===== config.mk =====
export PLATFORM = sky130hd
export DESIGN_NAME = sols_cell
export DESIGN_NICKNAME = d
export VERILOG_FILES = /design/src/rtl/self_organizing_list_search_defines.svh /design/src/rtl/sols_pkg.sv /design/src/rtl/sols_cell.sv
export SDC_FILE = /design/constraint.sdc
export NUM_CORES = 1
export LEC_CHECK = 0
export CELL_PAD_IN_SITES_DETAIL_PLACEMENT = 1
export CELL_PAD_IN_SITES_GLOBAL_PLACEMENT = 1
export CORE_MARGIN = 4
export CORE_UTILIZATION = 25
export CTS_CLUSTER_SIZE = 12
export DETAILED_ROUTE_END_ITERATION = 16
export DONT_BUFFER_PORTS = 1
export PLACE_DENSITY_LB_ADDON = 0.1
export SLEW_MARGIN = 20
export SYNTH_ARGS = -nofsm -noshare
export SYNTH_HDL_FRONTEND = slang
export SYNTH_SLANG_ARGS = --single-unit

===== constraint.sdc =====
create_clock -name clk_i -period 1.7 [get_ports clk_i]
set_input_delay 0.085 -clock clk_i [delete_from_list [all_inputs] [get_ports clk_i]]
set_output_delay 0.085 -clock clk_i [all_outputs]
set_load 0.05 [all_outputs]

===== src/rtl/self_organizing_list_search_defines.svh =====
// Assertion macros for the self-organising search table.
// Included by self_organizing_list_search, which carries concurrent checks; no other dependencies.
`ifndef SELF_ORGANIZING_LIST_SEARCH_DEFINES_SVH
`define SELF_ORGANIZING_LIST_SEARCH_DEFINES_SVH
`ifndef SYNTHESIS
// Check that a property holds at every clock edge out of reset
`define SOLS_ASSERT(label, clk, rst_n, prop) \
  label: assert property (@(posedge clk) disable iff (!rst_n) prop) \
    else $error("sols check failed");
// Check that a condition never holds out of reset
`define SOLS_NEVER(label, clk, rst_n, cond) \
  label: assert property (@(posedge clk) disable iff (!rst_n) !(cond)) \
    else $error("sols forbidden condition seen");
`else
`define SOLS_ASSERT(label, clk, rst_n, prop)
`define SOLS_NEVER(label, clk, rst_n, cond)
`endif
`endif


===== src/rtl/sols_pkg.sv =====
// Shared types and constants for the self-organising search table.
// Used by sols_cell and self_organizing_list_search; no dependencies.
package sols_pkg;

  // Table geometry
  localparam int TABLE_DEPTH = 64;
  localparam int IDX_W       = $clog2(TABLE_DEPTH);
  localparam int POS_W       = 6;
  localparam int KEY_W       = 32;
  localparam int CFG_W       = 7;

  // Request codes
  localparam logic REQ_LOAD   = 1'b0;
  localparam logic REQ_SEARCH = 1'b1;

  // Reorder mode codes; the unused code acts as plain search
  localparam logic [1:0] MODE_PLAIN     = 2'd0;
  localparam logic [1:0] MODE_MTF       = 2'd1;
  localparam logic [1:0] MODE_TRANSPOSE = 2'd2;
  localparam logic [1:0] MODE_UNUSED    = 2'd3;

  // Configuration register indexes
  localparam logic REG_REORDER_MODE   = 1'b0;
  localparam logic REG_ENTRIES_IN_USE = 1'b1;

  typedef struct packed {
    logic                    req_type;
    logic [5:0]              entry_index;
    logic signed [KEY_W-1:0] key_value;
  } sols_in_t;

  typedef struct packed {
    logic             found;
    logic [POS_W-1:0] position;
  } sols_out_t;

  // Per-cell update controls
  typedef struct packed {
    logic we;          // take the common write data
    logic take_left;   // take the left neighbour's key
    logic take_right;  // take the right neighbour's key
  } sols_cell_ctrl_t;

endpackage


===== src/rtl/sols_cell.sv =====
// One table cell: holds a key, compares it with the search key and
// takes a new key from the write bus or a neighbour. Depends on sols_pkg.
module sols_cell import sols_pkg::*; (
  input  logic                    clk_i,
  input  sols_cell_ctrl_t         ctrl_i,
  input  logic signed [KEY_W-1:0] wdata_i,
  input  logic signed [KEY_W-1:0] left_i,
  input  logic signed [KEY_W-1:0] right_i,
  input  logic signed [KEY_W-1:0] search_key_i,
  output logic signed [KEY_W-1:0] key_o,
  output logic                    match_o
);

  logic signed [KEY_W-1:0] key_q, key_d;
  logic                    match_q;

  // Select the next key: write bus first, then neighbours
  always_comb begin
    key_d = key_q;
    if (ctrl_i.we) begin
      key_d = wdata_i;
    end else if (ctrl_i.take_left) begin
      key_d = left_i;
    end else if (ctrl_i.take_right) begin
      key_d = right_i;
    end
  end

  // Hold the key and register the compare
  always_ff @(posedge clk_i) begin
    key_q   <= key_d;
    match_q <= (key_q == search_key_i);
  end

  assign key_o   = key_q;
  assign match_o = match_q;

endmodule


==> results.py <==
metrics = {
    "yosys": {
        "avgSynthCellArea_sq_um": 10.9,
        "syn_nets": 316,
        "synth-seq-cells": 33,
        "syn-instance-count": 184,
        "synth_top_area_share": 0.479,
        "synthDistinctLibCells": 14,
        "synthTopCellsByArea": "edfxtp_1 (48%), mux2i_1 (16%), xor2_1 (14%), o21ai_0 (8.0%), nand2_1 (6.0%)",
        "synth_area_sq_um": 2000,
        "ys_seq_area_frac": 0.489,
        "synth_top_area_cell": "edfxtp_1",
        "yosysWarnings": 0,
    },
    "drt": {
        "drtIter0Drc": 25,
        "routed_via_density": 4.67,
        "postRouteAntennaNets": 0,
        "drc_errors": 0,
        "dr_total_vias": 1510,
        "routed_wl_mm": 6.40,
        "wl_per_cell_microns": 19.8,
        "drtPass1Iterations": 4,
    },
    "worst_setup_path": {
        "path_cells": "xor2_1 > nor4_1 > nand4_1 > nor2_1",
        "endpoint": "match_o$_DFF_P_",
        "timing.rr.end": "match_o$_DFF_P_",
        "cp-startpoint": "key_o[8]$_DFFE_PP_",
        "r2r_slack_ns": 0.26,
        "path_class": "reg2reg",
        "rr_startpoint": "key_o[8]$_DFFE_PP_",
        "arrival_ns": 1.65,
        "slowest_delay_ns": 0.47,
        "slowest_stage": "nor4_1",
        "crit_fanout": 2,
        "reg2reg_depth": 4,
        "cp.required_ns": 1.91,
        "endpoint_kind": "register",
        "setup.worst_path.start_class": "register",
    },
    "placed_design": {
        "gp_congestion": 0.851,
        "dp_hpwl_mm": 5.10,
        "port_buffers": 0,
        "dp_slack_ns": 0.222,
    },
    "timing": {
        "tightestPinTransition_ns": 0.519,
        "period_share": 0.844,
        "worst_slack_ns": 0.264,
        "max_clock_freq_mhz": 697,
        "setup_tns_ns": 0,
        "period_minus_slack_ns": 1.44,
        "finClkSkew_ns": 0.00318,
        "drv_slew": 0,
        "timing.hold.ws_ns": 0.00691,
        "setup_viol": 0,
        "slew_headroom": 0.654,
        "rsz0062_at_grt": "no",
        "hold_viol": 0,
    },
    "floorplanning": {
        "start_util": 0.258,
        "ios": 165,
        "die-area_sq_um": 9510,
        "coreArea_sq_um": 7770,
        "rows": 32,
        "die_w_microns": 97.5,
        "die_h_microns": 97.5,
    },
    "min_path": {
        "hold_path.class": "in2reg",
    },
    "finish": {
        "finalNetCount": 352,
        "multi_input_area_sq_um": 953,
        "diodes": 0,
        "areaGrowthSynthToFinish_pct": 23.2,
        "utilization": 0.318,
        "layout-drive-gt1-share": 0.176,
        "num-fill-cells": 889,
        "regArea_sq_um": 981,
    },
    "clocking": {
        "path_clk_slew_ns": 0.07,
        "cts_hold_buf": 7,
        "cts_num_sinks": 33,
        "clk_latency_ns": 0.28,
        "cts_buffers": 5,
        "tritoncts": "yes",
        "cts_setup_buffers": 0,
        "cts_root_buffer": "clkbuf_8",
        "htree_levels": 2,
        "cts.path.max_buffers": 2,
        "cts_resized": 0,
    },
    "power_and_ir_drop": {
        "power_density_nw_per_um2": 962,
        "p_total_mw": 2.38,
        "irDropWorstVdd_mv": 0.315,
        "leakage_nw": 1.03,
    },
    "global_routing": {
        "grt_pass1_vias": 1810,
        "antenna_found_initial": 0,
        "grt_max_degree": 64,
        "grt_pass1_wl_mm": 9.84,
        "overflow": 0,
        "grtUsageTotal": 0.132,
    },
    "status": {
        "status": "finished clean",
    },
    "run": {
        "max_cap_violations": 0,
    },
}
cell type report:
type / count / area share
clock buffers: 8 / 0.0365
multi-input cells: 140 / 0.386
flip-flops and latches: 33 / 0.397
well taps: 102 / 0.0517
repair buffers: 40 / 0.129
routing by layer:
layer	track usage	routed length, microns	vias up
met3	0.0503	539	4
met4	0.0288	29	0
met5	0	0	-
met1	0.141	2370	691
met2	0.245	3450	84
li1	-	-	731
registers in the layout, indices dropped and copies added, names as in the netlist:
| name | count |
|---|---|
| match_o | 1 |
| key_o | 32 |
cells in the mapped netlist:
cell type	instances
dfxtp_1	1
edfxtp_1	32
nor2_1	1
buf_6	3
buf_2	2
buf_4	1
or3_1	1
clkbuf_1	5
xor2_1	32
nand2_1	32
nor4_1	8
o21ai_0	32
nand4_1	2
mux2i_1	32
cell usage in the layout, fill, tap and decap left out, drive strengths merged:
cell         Yosys  layout
buf              6      33
nor2             1       1
mux2i           32      32
xor2            32      32
edfxtp          32      32
nor4             8       8
o21ai           32      32
nand2           32      32
dlygate4sd3      0       7
nand4            2       2
dfxtp            1       1
clkbuf           5       8
or3              1       1
worst max-delay path, delay by kind of cell (launching register included):
family,cells,cell delay [ns]
xor+xnor,1,0.16
flops,1,0.41
simple gates,3,0.80
metrics by stage:
| step | std cells | instance area, sq um |
|---|---|---|
| global route | 323 | 2470 |
| CTS | 323 | 2470 |
| global placement | 308 | 2310 |
| detailed placement | 308 | 2310 |
| floorplan | 184 | 2000 |
| finish | 323 | 2470 |
power by group:
part,internal (mW),switching [mW]
Sequential,1.00,0.0664
Clock,0.330,0.283
Combinational,0.234,0.460
worst min path at each step:
| stage | endpoint | depth (start not counted) | from |
|---|---|---|---|
| after CTS | key_o[8]$_DFFE_PP_ | 2 | ctrl_i[2] |
| after global placement | key_o[13]$_DFFE_PP_ | 2 | wdata_i[13] |
| after floorplan | key_o[29]$_DFFE_PP_ | 2 | wdata_i[29] |
| after detailed placement | key_o[30]$_DFFE_PP_ | 2 | ctrl_i[2] |
| final | key_o[8]$_DFFE_PP_ | 2 | ctrl_i[2] |
| after global routing | key_o[4]$_DFFE_PP_ | 2 | wdata_i[4] |
logic make-up (layout without fill, tap and decap cells):
family          count (synthesis)  in the layout  synth area share
simple gates                   44             44            0.0961
flops                          33             33             0.489
compound gates                 32             32            0.0799
xor+xnor                       32             32             0.140
mux                            32             32             0.160
buf+inv                        11             48            0.0350
Note: power is estimated with default switching activity, not from simulation.
